[src/hdl/rfc_pkg.sv]
// Shared types and constants for the reciprocal frequency counter.
// No dependencies; imported by the controller, datapath and top level.
`timescale 1ns / 1ps
`default_nettype none

package rfc_pkg;

  localparam int unsigned CNT_W      = 32;
  localparam int unsigned FREQ_W     = 40;
  localparam int unsigned FRAC_W     = 8;
  localparam int unsigned DIV_STEPS  = FREQ_W;
  localparam int unsigned STEP_W     = $clog2(DIV_STEPS + 1);

  localparam logic [CNT_W-1:0]  CLOCK_HZ_RST   = 32'd84000000;
  localparam logic [CNT_W-1:0]  TIMEOUT_MS_RST = 32'd1000;
  localparam logic [STEP_W-1:0] STEP_LOAD      = STEP_W'(DIV_STEPS);

  typedef enum logic [0:0] {
    REG_CLOCK_HZ   = 1'b0,
    REG_TIMEOUT_MS = 1'b1
  } reg_idx_t;

  typedef enum logic [0:0] {
    KIND_CAPTURE = 1'b0,
    KIND_CHECK   = 1'b1
  } kind_t;

  typedef enum logic [1:0] {
    ST_IDLE,
    ST_EXEC,
    ST_DIV
  } state_t;

  // Controller to datapath
  typedef struct packed {
    logic latch;      // capture the accepted item
    logic div_start;  // load the divider
    logic div_step;   // one restoring-divide step
    logic commit;     // update held state and load the output register
  } cmd_t;

  // Datapath to controller
  typedef struct packed {
    logic need_div;   // latched item is a second capture with nonzero period
    logic div_done;   // all quotient bits formed
    logic out_free;   // output register can take a new result
  } status_t;

endpackage

`default_nettype wire

[src/hdl/rfc_ctrl.sv]
// Controller state machine for the reciprocal frequency counter.
// Depends on rfc_pkg (state, command and status types).
`timescale 1ns / 1ps
`default_nettype none

module rfc_ctrl (
  input  wire logic            clk,
  input  wire logic            rst,
  input  wire logic            in_valid,
  output logic                 in_ready,
  input  rfc_pkg::status_t     status,
  output rfc_pkg::cmd_t        cmd
);
  import rfc_pkg::*;

  state_t state, state_next;

  always_ff @(posedge clk) begin
    if (rst) begin
      state <= ST_IDLE;
    end else begin
      state <= state_next;
    end
  end

  always_comb begin
    state_next = state;
    cmd        = '0;
    in_ready   = 1'b0;
    unique case (state)
      ST_IDLE: begin
        in_ready = 1'b1;
        if (in_valid) begin
          cmd.latch  = 1'b1;
          state_next = ST_EXEC;
        end
      end
      ST_EXEC: begin
        if (status.need_div) begin
          cmd.div_start = 1'b1;
          state_next    = ST_DIV;
        end else if (status.out_free) begin
          cmd.commit = 1'b1;
          state_next = ST_IDLE;
        end
      end
      ST_DIV: begin
        if (!status.div_done) begin
          cmd.div_step = 1'b1;
        end else if (status.out_free) begin
          cmd.commit = 1'b1;
          state_next = ST_IDLE;
        end
      end
      default: begin
        state_next = ST_IDLE;
      end
    endcase
  end

endmodule

`default_nettype wire

[src/hdl/rfc_dp.sv]
// Datapath for the reciprocal frequency counter: config registers, item
// latch, pair/held state, restoring divider and output register. Uses rfc_pkg.
`timescale 1ns / 1ps
`default_nettype none

module rfc_dp (
  input  wire logic                        clk,
  input  wire logic                        rst,
  input  wire logic                        cfg_we,
  input  rfc_pkg::reg_idx_t                cfg_index,
  input  wire logic [rfc_pkg::CNT_W-1:0]   cfg_data,
  input  rfc_pkg::kind_t                   kind,
  input  wire logic [rfc_pkg::CNT_W-1:0]   capture_value,
  input  wire logic [rfc_pkg::CNT_W-1:0]   now_ms,
  input  rfc_pkg::cmd_t                    cmd,
  output rfc_pkg::status_t                 status,
  output logic                             out_valid,
  input  wire logic                        out_ready,
  output logic [rfc_pkg::FREQ_W-1:0]       freq_fixed,
  output logic                             freq_ok,
  output logic                             new_result
);
  import rfc_pkg::*;

  logic [CNT_W-1:0]  clock_hz;
  logic [CNT_W-1:0]  timeout_ms;

  kind_t             kind_q;
  logic [CNT_W-1:0]  cap_q;
  logic [CNT_W-1:0]  now_q;

  logic [CNT_W-1:0]  first_edge;
  logic              awaiting_second;
  logic [FREQ_W-1:0] held_freq;
  logic              held_valid;
  logic [CNT_W-1:0]  last_edge_ms;

  logic [CNT_W-1:0]  rem;
  logic [FREQ_W-1:0] quo;
  logic [STEP_W-1:0] steps;

  logic [CNT_W-1:0]  period;
  logic [CNT_W-1:0]  elapsed;
  logic              timed_out;
  logic [CNT_W:0]    trial;
  logic [CNT_W:0]    trial_diff;
  logic              qbit;

  logic              first_edge_we;
  logic              awaiting_next;
  logic [FREQ_W-1:0] held_freq_next;
  logic              held_valid_next;
  logic              fresh;

  always_ff @(posedge clk) begin
    if (rst) begin
      clock_hz   <= CLOCK_HZ_RST;
      timeout_ms <= TIMEOUT_MS_RST;
    end else if (cfg_we) begin
      unique case (cfg_index)
        REG_CLOCK_HZ:   clock_hz   <= cfg_data;
        REG_TIMEOUT_MS: timeout_ms <= cfg_data;
        default:        ;
      endcase
    end
  end

  always_ff @(posedge clk) begin
    if (cmd.latch) begin
      kind_q <= kind;
      cap_q  <= capture_value;
      now_q  <= now_ms;
    end
  end

  assign period    = cap_q - first_edge;
  assign elapsed   = now_q - last_edge_ms;
  assign timed_out = held_valid && (elapsed > timeout_ms);

  // Restoring divide of clock_hz * 256 by period, one quotient bit per step
  assign trial      = {rem, quo[FREQ_W-1]};
  assign trial_diff = trial - {1'b0, period};
  assign qbit       = !trial_diff[CNT_W];

  always_ff @(posedge clk) begin
    if (rst) begin
      steps <= '0;
    end else if (cmd.div_start) begin
      steps <= STEP_LOAD;
    end else if (cmd.div_step) begin
      steps <= steps - 1'b1;
    end
  end

  always_ff @(posedge clk) begin
    if (cmd.div_start) begin
      rem <= '0;
      quo <= {clock_hz, {FRAC_W{1'b0}}};
    end else if (cmd.div_step) begin
      rem <= qbit ? trial_diff[CNT_W-1:0] : trial[CNT_W-1:0];
      quo <= {quo[FREQ_W-2:0], qbit};
    end
  end

  always_comb begin
    first_edge_we   = 1'b0;
    awaiting_next   = awaiting_second;
    held_freq_next  = held_freq;
    held_valid_next = held_valid;
    fresh           = 1'b0;
    if (kind_q == KIND_CAPTURE) begin
      if (!awaiting_second) begin
        first_edge_we = 1'b1;
        awaiting_next = 1'b1;
      end else begin
        awaiting_next = 1'b0;
        if (period != '0) begin
          held_freq_next  = quo;
          held_valid_next = 1'b1;
          fresh           = 1'b1;
        end
      end
    end else if (timed_out) begin
      held_freq_next  = '0;
      held_valid_next = 1'b0;
      awaiting_next   = 1'b0;
    end
  end

  always_ff @(posedge clk) begin
    if (rst) begin
      first_edge      <= '0;
      awaiting_second <= 1'b0;
      held_freq       <= '0;
      held_valid      <= 1'b0;
      last_edge_ms    <= '0;
    end else if (cmd.commit) begin
      if (first_edge_we) begin
        first_edge <= cap_q;
      end
      if (kind_q == KIND_CAPTURE) begin
        last_edge_ms <= now_q;
      end
      awaiting_second <= awaiting_next;
      held_freq       <= held_freq_next;
      held_valid      <= held_valid_next;
    end
  end

  always_ff @(posedge clk) begin
    if (rst) begin
      out_valid <= 1'b0;
    end else if (cmd.commit) begin
      out_valid <= 1'b1;
    end else if (out_ready) begin
      out_valid <= 1'b0;
    end
  end

  always_ff @(posedge clk) begin
    if (cmd.commit) begin
      freq_fixed <= held_freq_next;
      freq_ok    <= held_valid_next;
      new_result <= fresh;
    end
  end

  assign status.need_div = (kind_q == KIND_CAPTURE) && awaiting_second && (period != '0);
  assign status.div_done = (steps == '0);
  assign status.out_free = !out_valid || out_ready;

endmodule

`default_nettype wire

[src/hdl/reciprocal_frequency_counter_unit.sv]
// Top level of the reciprocal frequency counter: ties controller and datapath.
// Depends on rfc_pkg, rfc_ctrl and rfc_dp.
//
// Usage:
//   Input channel (in_valid/in_ready) moves one item: kind, capture_value,
//   now_ms. kind selects an edge capture or a timeout check.
//   Output channel (out_valid/out_ready) moves exactly one result item per
//   input item: freq_fixed (32.8 unsigned hertz), freq_ok, new_result.
//   Config port: cfg_we writes cfg_data into register cfg_index
//   (0 = clock_hz, 1 = timeout_ms) in the same cycle; write only while idle.
// Timing:
//   One item at a time. An item that closes a pair with a nonzero period runs
//   the 40-step restoring divider (one quotient bit per cycle) before its
//   result is committed; every other item commits without dividing.
//   in_ready is high only while the controller is idle.
// Stall:
//   The result sits in an output register, so the next item is accepted
//   while it waits; that item's commit holds until the register is taken.
// Reset:
//   rst (synchronous, active high) clears the pair and held state, reloads
//   clock_hz = 84000000 and timeout_ms = 1000, and empties the output register.
`timescale 1ns / 1ps
`default_nettype none

module reciprocal_frequency_counter_unit (
  input  wire logic                        clk,
  input  wire logic                        rst,
  input  wire logic                        cfg_we,
  input  rfc_pkg::reg_idx_t                cfg_index,
  input  wire logic [rfc_pkg::CNT_W-1:0]   cfg_data,
  input  wire logic                        in_valid,
  output logic                             in_ready,
  input  rfc_pkg::kind_t                   kind,
  input  wire logic [rfc_pkg::CNT_W-1:0]   capture_value,
  input  wire logic [rfc_pkg::CNT_W-1:0]   now_ms,
  output logic                             out_valid,
  input  wire logic                        out_ready,
  output logic [rfc_pkg::FREQ_W-1:0]       freq_fixed,
  output logic                             freq_ok,
  output logic                             new_result
);
  import rfc_pkg::*;

  cmd_t    cmd;
  status_t status;

  // Sequencing: accept, evaluate, optionally divide, commit
  rfc_ctrl u_ctrl (
    .clk      (clk),
    .rst      (rst),
    .in_valid (in_valid),
    .in_ready (in_ready),
    .status   (status),
    .cmd      (cmd)
  );

  // Registers, divider and output stage
  rfc_dp u_dp (
    .clk           (clk),
    .rst           (rst),
    .cfg_we        (cfg_we),
    .cfg_index     (cfg_index),
    .cfg_data      (cfg_data),
    .kind          (kind),
    .capture_value (capture_value),
    .now_ms        (now_ms),
    .cmd           (cmd),
    .status        (status),
    .out_valid     (out_valid),
    .out_ready     (out_ready),
    .freq_fixed    (freq_fixed),
    .freq_ok       (freq_ok),
    .new_result    (new_result)
  );

endmodule

`default_nettype wire

[config.mk]
export PLATFORM = sky130hd
export DESIGN_NAME = reciprocal_frequency_counter_unit
export DESIGN_NICKNAME = d
export VERILOG_FILES = /design/src/hdl/rfc_pkg.sv /design/src/hdl/rfc_ctrl.sv /design/src/hdl/rfc_dp.sv /design/src/hdl/reciprocal_frequency_counter_unit.sv
export SDC_FILE = /design/constraint.sdc
export NUM_CORES = 1
export LEC_CHECK = 0
export BUFFER_PORTS_ARGS = -buffer_cell sky130_fd_sc_hd__buf_2
export CAP_MARGIN = 25
export CORE_MARGIN = 2
export CORE_UTILIZATION = 35
export CTS_CLUSTER_SIZE = 20
export DETAILED_ROUTE_END_ITERATION = 6
export PLACE_DENSITY = 0.63
export SETUP_SLACK_MARGIN = 0.05
export SLEW_MARGIN = 10
export SYNTH_ARGS = -nofsm -noshare
export SYNTH_HDL_FRONTEND = slang
export SYNTH_HIERARCHICAL = 1
export SYNTH_SLANG_ARGS = --single-unit
[constraint.sdc]
create_clock -name clk -period 8.65 [get_ports clk]
set_clock_uncertainty 0.2 [all_clocks]
set_input_delay 0 -clock clk [delete_from_list [all_inputs] [get_ports clk]]
set_output_delay 0 -clock clk [all_outputs]
set_load 0.01 [all_outputs]
==> out/metrics.csv, run 1 <==
metric,value,unit
family with the most delay on the worst path,simple AND/OR/NAND/NOR gates,
Critical Path End,u_dp/quo[18],
fill cell count,5274,
Die Wd,240.9,um
GRT Total Usage,18.04,%
reg-to-reg endpoint,u_dp/quo[18],
I/O pin count,147,
Setup Total Neg Slack,0,ns
dpl hpwl,36570,um
H-Tree Depth,2,
LEAKAGE,9.410,nW
Finished Cell Area,24420,um2
Worst setup SP type,register,
worst path required time,8.73,ns
Final min period,6.320,ns
Die Ht,240.9,um
RSZ-0062 raised after global routing,no,
Max Cap Viol,0,
worst-margin pin slew,1.036,ns
Syn Area/Cell,8.911,um2
Placed Area,21120,um2
worst-path fanout max,46,
Tcrit/Tclk final,73.06,%
yosys warns,6,
"Seq/Total Area, Yosys",43.58,%
reg2reg start,u_dp/cap_q[0],
asr flop ratio synth,0,%
Yosys cell types,78,
Slew Limit Fails,0,
Cell Rows,86,
Core Area,55310,um2
CTS tree,yes,
WS Path Type,reg2reg,
vias,17050,
R2R depth,18,
Yosys reg bits,358,
Critical-path top delay cell,nor2_1,
outcome,"complete, no violations",
largest net degree at the start of global routing,136,
total CTS buffers,39,
Post-synth EDFFs,139,
vias per cell,5.215,
IO Port Bufs,146,
"most common cell after layout, fill and taps aside",nand2_1,
Max Freq,158.2,MHz
maximum VDD drop,0.1191,mV
Hold Fails Final Rpt,0,
CP bufs+invs,5,
initial core utilization,35.51,%
Initial DRT Pass Iterations,5,
Critical Path Stages,18,
clock transition at the registers of the reported paths,0.07,ns
Mapped Area,19640,um2
Area growth syn-to-layout,24.34,%
layout net count,2725,
gp weighted congestion,0.9346,
Worst setup EP type,register,
Final Setup Violations,0,
post-route ant nets,0,
fin util,44.15,%
WP data arrival,6.40,ns
CTS Buffer Depth,3,
full die area,58020,um2
CTS Sinks,358,
vias in the first global route,15980,
R2R setup slack,2.33,ns
most common flop cell mapped by yosys,dfxtp_1,
cells after synthesis,2204,
worst-skew pair later-pin latency,0.58,ns
Slew HR,30.95,%
number of DRC markers in iteration 0,1301,
crit path from,u_dp/cap_q[0],
Post-Syn Nets,2442,
"commonest non-fill, non-tap cells in the layout","369 x nand2_1, 248 x a21oi_1, 219 x dfxtp_1",
routed length per placed instance,16.49,um
DR DRC count,0,
share of layout cells above drive strength 1,9.809,%
maximum cell stage delay along the critical path,0.74,ns
clock root cell,clkbuf_16,
initial antenna violation count,2,
Hold WC Path Type,in2reg,
first-pass GRT wire length,84500,um
sequence of cells on the critical path,inv_1 > ha_1 > fa_1 > nand2b_1 > a21oi_1 > a2111oi_0 > o22ai_1 > o2111ai_1 > nor4bb_1 > nand4_1 > nor4_4 > a21oi_4 > buf_4 > nand2_1 > inv_2 > nor2_1 > inv_1 > buf_4,
PwrDens,188.1,nW/um2
WL final,53910,um
gr ovfl total,0,
area by class of cell:
| class | count | area [um2] | share of cell area [%] |
|---|---|---|---|
| multi-input cells | 1604 | 10230 | 41.91 |
| flip-flops and latches | 358 | 8558 | 35.05 |
| well taps | 748 | 935.9 | 3.833 |
| clock buffers | 58 | 1117 | 4.576 |
| repair buffers | 355 | 2851 | 11.68 |
| inverters | 129 | 484.2 | 1.983 |
| diodes | 3 | 7.507 | 0.03074 |
| clock inverters | 14 | 230.2 | 0.9428 |
layer usage:
metal  vias up  GRT usage, %  part of all wire, %
li1       8421             -                    -
met1      8026         25.42                   48
met2       497         27.33                   43
met3       104         3.466                  5.7
met4         0         6.809                  3.4
met5         -             0                    0
synth_stat cells, drive strengths merged (4+ instances only):
cell | number | share of area [%]
or2 | 6 | 0.19
a211oi | 5 | 0.19
clkbuf | 93 | 1.8
and3 | 19 | 0.61
xnor2 | 50 | 2.2
o211ai | 12 | 0.46
a21o | 61 | 2.3
ha | 132 | 8.4
nand2b | 56 | 1.8
a311oi | 24 | 1.1
o21a | 16 | 0.61
nor3b | 41 | 1.6
a211o | 7 | 0.31
xor2 | 32 | 1.4
nor3 | 24 | 0.61
edfxtp | 139 | 21
nand3b | 18 | 0.69
a22o | 71 | 3.2
a31o | 4 | 0.18
nor2b | 18 | 0.61
dfxtp | 219 | 22
o31ai | 5 | 0.19
nand4 | 20 | 0.64
a31oi | 12 | 0.38
mux2i | 10 | 0.51
nand2 | 369 | 7.1
and4 | 5 | 0.22
nor4 | 6 | 0.27
nor2 | 99 | 1.9
a21boi | 4 | 0.15
o21ai | 89 | 2.3
inv | 129 | 2.5
or3 | 7 | 0.22
o2111ai | 5 | 0.22
a21oi | 250 | 6.4
o21bai | 12 | 0.46
nand3 | 51 | 1.3
buf | 20 | 0.47
a2111oi | 5 | 0.25
and2 | 11 | 0.35
cells by family after synthesis:
family / count (synthesis) / synth area share (%)
flip-flops: 358 / 43.58
multiplexers: 10 / 0.5097
AND/OR/NAND/NOR: 762 / 18.57
buffers and inverters: 242 / 4.715
adder cells (fa/ha/maj): 135 / 8.716
XOR/XNOR: 82 / 3.657
AO/OA/AOI/OAI: 615 / 20.25
tightest hold or removal path, delay by kind of cell:
family        cells  cell delay [ns]
buf+inv           2             0.64
simple gates      2             0.14
state kept, by name (all words and copies together) (netlist names), 2 cells and up:
| name | flops |
|---|---|
| u_dp/first_edge | 32 |
| u_dp/timeout_ms | 32 |
| u_dp/clock_hz | 32 |
| u_dp/rem | 32 |
| u_dp/held_freq | 40 |
| u_dp/last_edge_ms | 32 |
| u_ctrl/state | 2 |
| u_dp/freq_fixed | 40 |
| u_dp/steps | 6 |
| u_dp/cap_q | 32 |
| u_dp/now_q | 32 |
| u_dp/quo | 40 |
how the worst min path moves through the flow:
stage                            startpoint                 end  slack [ns]  cells after the start
after global routing           cfg_data[15]   u_dp/clock_hz[15]        0.03                      4
after floorplan                         rst     u_ctrl/state[1]       -0.13                      1
after global placement    capture_value[18]      u_dp/cap_q[18]       -0.02                      1
final                          cfg_data[15]   u_dp/clock_hz[15]        0.04                      4
after detailed placement   capture_value[3]       u_dp/cap_q[3]       -0.02                      1
after CTS                       cfg_data[7]  u_dp/timeout_ms[7]      0.0009                      4
power by group:
part           switching [mW]  internal, mW
Clock                   0.719          1.06
Sequential             0.0530          1.82
Combinational           0.534         0.410
Total                    1.31          3.29
what timing repair did:
action / 4_1_cts / 5_1_grt
resized for setup: 0 / 0
setup buffers: 0 / 0
setup endpoints to repair: 0 / 0
hold buffers: 191 / 0
hold endpoints to repair: 186 / 0
stage by stage:
step / hold slack (ns) / total power [mW] / worst slack, ns / cells
floorplan: -0.1309 / 2.541 / 1.873 / 2204
global placement: -0.02318 / 2.745 / 2.425 / 2997
detailed placement: -0.02179 / 2.770 / 2.332 / 3002
CTS: 0.0008997 / 4.617 / 2.306 / 3265
global route: 0.03405 / 4.812 / 1.921 / 3268
finish: 0.03830 / 4.594 / 2.330 / 3269
Note: power is estimated with default switching activity, not from simulation.
==> run 2: changes to the inputs <==
--- a/config.mk
+++ b/config.mk
@@ -5,13 +5,14 @@
 export SDC_FILE = /design/constraint.sdc
 export NUM_CORES = 1
 export LEC_CHECK = 0
+export ABC_AREA = 1
 export BUFFER_PORTS_ARGS = -buffer_cell sky130_fd_sc_hd__buf_2
 export CAP_MARGIN = 25
 export CORE_MARGIN = 2
 export CORE_UTILIZATION = 35
 export CTS_CLUSTER_SIZE = 20
 export DETAILED_ROUTE_END_ITERATION = 6
-export PLACE_DENSITY = 0.63
+export PLACE_DENSITY = 0.65
 export SETUP_SLACK_MARGIN = 0.05
 export SLEW_MARGIN = 10
 export SYNTH_ARGS = -nofsm -noshare
==> constraint.sdc (replaced) <==
create_clock -name clk -period 5.1 [get_ports clk]
set_clock_uncertainty 0.2 [all_clocks]
set_input_delay 0 -clock clk [delete_from_list [all_inputs] [get_ports clk]]
set_output_delay 0 -clock clk [all_outputs]
set_load 0.01 [all_outputs]
==> out/metrics.csv, run 2 <==
metric,value,unit
outcome,"complete, no violations",
most numerous cell in the Yosys netlist,nand2_1,
GRT Total Usage,17.37,%
Initial DRT Pass Iterations,6,
initial core utilization,35.45,%
Area growth syn-to-layout,22.97,%
full die area,60390,um2
Die Wd,245.7,um
Die Ht,245.7,um
Tcrit/Tclk final,90.97,%
Finished Cell Area,25150,um2
initial antenna violation count,5,
post-synth top area cell,dfxtp_1,
WP data arrival,4.87,ns
Placed Area,21920,um2
Hold WC Path Type,in2reg,
Setup Total Neg Slack,0,ns
DP Worst Slack,0.3297,ns
PwrDens,303.6,nW/um2
Hold Fails Final Rpt,0,
"Seq/Total Area, Yosys",41.84,%
Slew HR,32.19,%
CTS Sinks,358,
gp weighted congestion,0.9173,
vias per cell,4.757,
most common library cells after synthesis,"632 x nand2_1, 391 x inv_1, 252 x nor2_1",
clock transition at the registers of the reported paths,0.06,ns
I/O pin count,147,
maximum cell stage delay along the critical path,0.41,ns
total CTS buffers,39,
routed length per placed instance,13.95,um
CTS Buffer Depth,3,
worst setup margin,0.4606,ns
maximum VDD drop,0.1992,mV
"commonest non-fill, non-tap cells in the layout","632 x nand2_1, 388 x inv_1, 249 x nor2_1",
post-route ant nets,0,
DP Cell Count,3524,
Area contributors post-synth,"dfxtp_1 21%, edfxtp_1 20%, nand2_1 12%",
gr ovfl total,0,
layout net count,3232,
worst-margin pin slew,1.016,ns
RSZ-0062 raised after global routing,no,
Synth top area share,21.43,%
Yosys cell types,51,
Worst setup SP type,register,
# Post-CTS Setup Buffers,0,
Max Freq,215.5,MHz
number of DRC markers in iteration 0,1171,
WL final,52970,um
LEAKAGE,11.57,nW
most common flop cell mapped by yosys,dfxtp_1,
CTS tree,yes,
WS Path Type,reg2reg,
Mapped Area,20450,um2
Final min period,4.639,ns
Post-Syn Nets,2919,
Max Cap Viol,0,
biggest regs,"u_dp/freq_fixed x40, u_dp/held_freq x40, u_dp/quo x40",
largest net degree at the start of global routing,79,
first-pass GRT wire length,85860,um
Cell Rows,88,
Non-Filler Instances,3796,
yosys warns,6,
Worst setup EP type,register,
Core Area,57700,um2
fill cell count,5838,
Critical-path top delay cell,edfxtp_1,
dpl hpwl,37300,um
Slew Limit Fails,0,
vias in the first global route,17070,
share of layout cells above drive strength 1,9.983,%
worst-path fanout max,59,
worst path required time,5.33,ns
Post-synth EDFFs,139,
IO Port Bufs,146,
vias,18060,
Syn Area/Cell,7.629,um2
CP most frequent cell,nand2_1,
Final Setup Violations,0,
Yosys reg bits,358,
DR DRC count,0,
clock root cell,clkbuf_16,
H-Tree Depth,2,
cells after synthesis,2681,
asr flop ratio synth,0,%
worst-skew pair later-pin latency,0.58,ns
"most common cell after layout, fill and taps aside",nand2_1,
run 2: cell count changes in the layout (fill, tap and decap cells not counted), moves of 45 or more:
| cell | delta |
|---|---|
| nand3_1 | +102 |
| inv_1 | +260 |
| o21ai_0 | +137 |
| nand2b_1 | -56 |
| a21oi_1 | -59 |
| nand2_1 | +263 |
| a21o_1 | -46 |
| o21ai_1 | -45 |
| nor2_1 | +153 |
run 2: worst paths after layout:
check	startpoint	to	slack [ns]	depth (start not counted)
worst max-delay path	u_dp/cap_q[11]	u_dp/first_edge[20]	0.46	26
worst min-delay path	cfg_data[7]	u_dp/clock_hz[7]	0.04	4
worst max register to register	u_dp/cap_q[11]	u_dp/first_edge[20]	0.46	26
worst min register to register	u_dp/first_edge[9]	u_dp/first_edge[9]	0.25	2
run 2: what timing repair did:
item                       CTS  global route
hold buffers               194             0
gates resized for setup      0             3
setup endpoints to repair    0            80
hold endpoints to repair   204             0
run 2: per-stage QoR:
step / util (%) / total power, mW / hold WS (ns)
finish: 43.60 / 7.637 / 0.04157
detailed placement: 38.00 / 4.800 / -0.02184
global route: 43.59 / 8.075 / 0.05093
floorplan: - / 4.405 / -0.1309
global placement: 38.00 / 4.783 / -0.02306
CTS: 43.55 / 7.700 / 0.004756
run 2: cells by family (layout without fill, tap and decap cells):
family | Yosys count | in the layout | synth area share [%]
fa+ha+maj | 135 | 135 | 8.368
flops | 358 | 358 | 41.84
buf+inv | 491 | 835 | 9.402
other cells | 0 | 6 | 0
compound gates | 485 | 485 | 13.38
simple gates | 1148 | 1148 | 24.27
xor+xnor | 64 | 64 | 2.740
run 2: layout make-up:
cell class                 instances  area, um2  share of cell area, %
antenna                            6      15.01                0.05969
clock inverter                    13      130.1                 0.5173
multi-input combinational       1832      10010                  39.79
timing repair buffer             360       2839                  11.29
clock buffer                      59       1131                  4.497
inverter                         403       1514                  6.019
sequential                       358       8558                  34.02
tap                              765      957.2                  3.805
run 2: per-layer routing:
layer  vias up  track usage [%]  routed length, um
met3       104            2.554               2272
met1      8159            23.93              25980
li1       9408                -                  -
met4         0            6.203               1589
met5         -                0                  0
met2       386            27.60              23130
run 2: critical path, delay by kind of cell, from the launching register on:
family	cells	cell delay, ns
AOI/OAI and AO/OA	4	0.66
adders and majority gates	1	0.41
buffers and inverters	7	0.65
DFF	1	0.41
and+or+nand+nor	14	2.11
run 2: where the power goes:
| part | internal, mW | switching [mW] |
|---|---|---|
| Combinational | 0.653 | 1.01 |
| Clock | 1.56 | 1.21 |
| Sequential | 3.13 | 0.0763 |
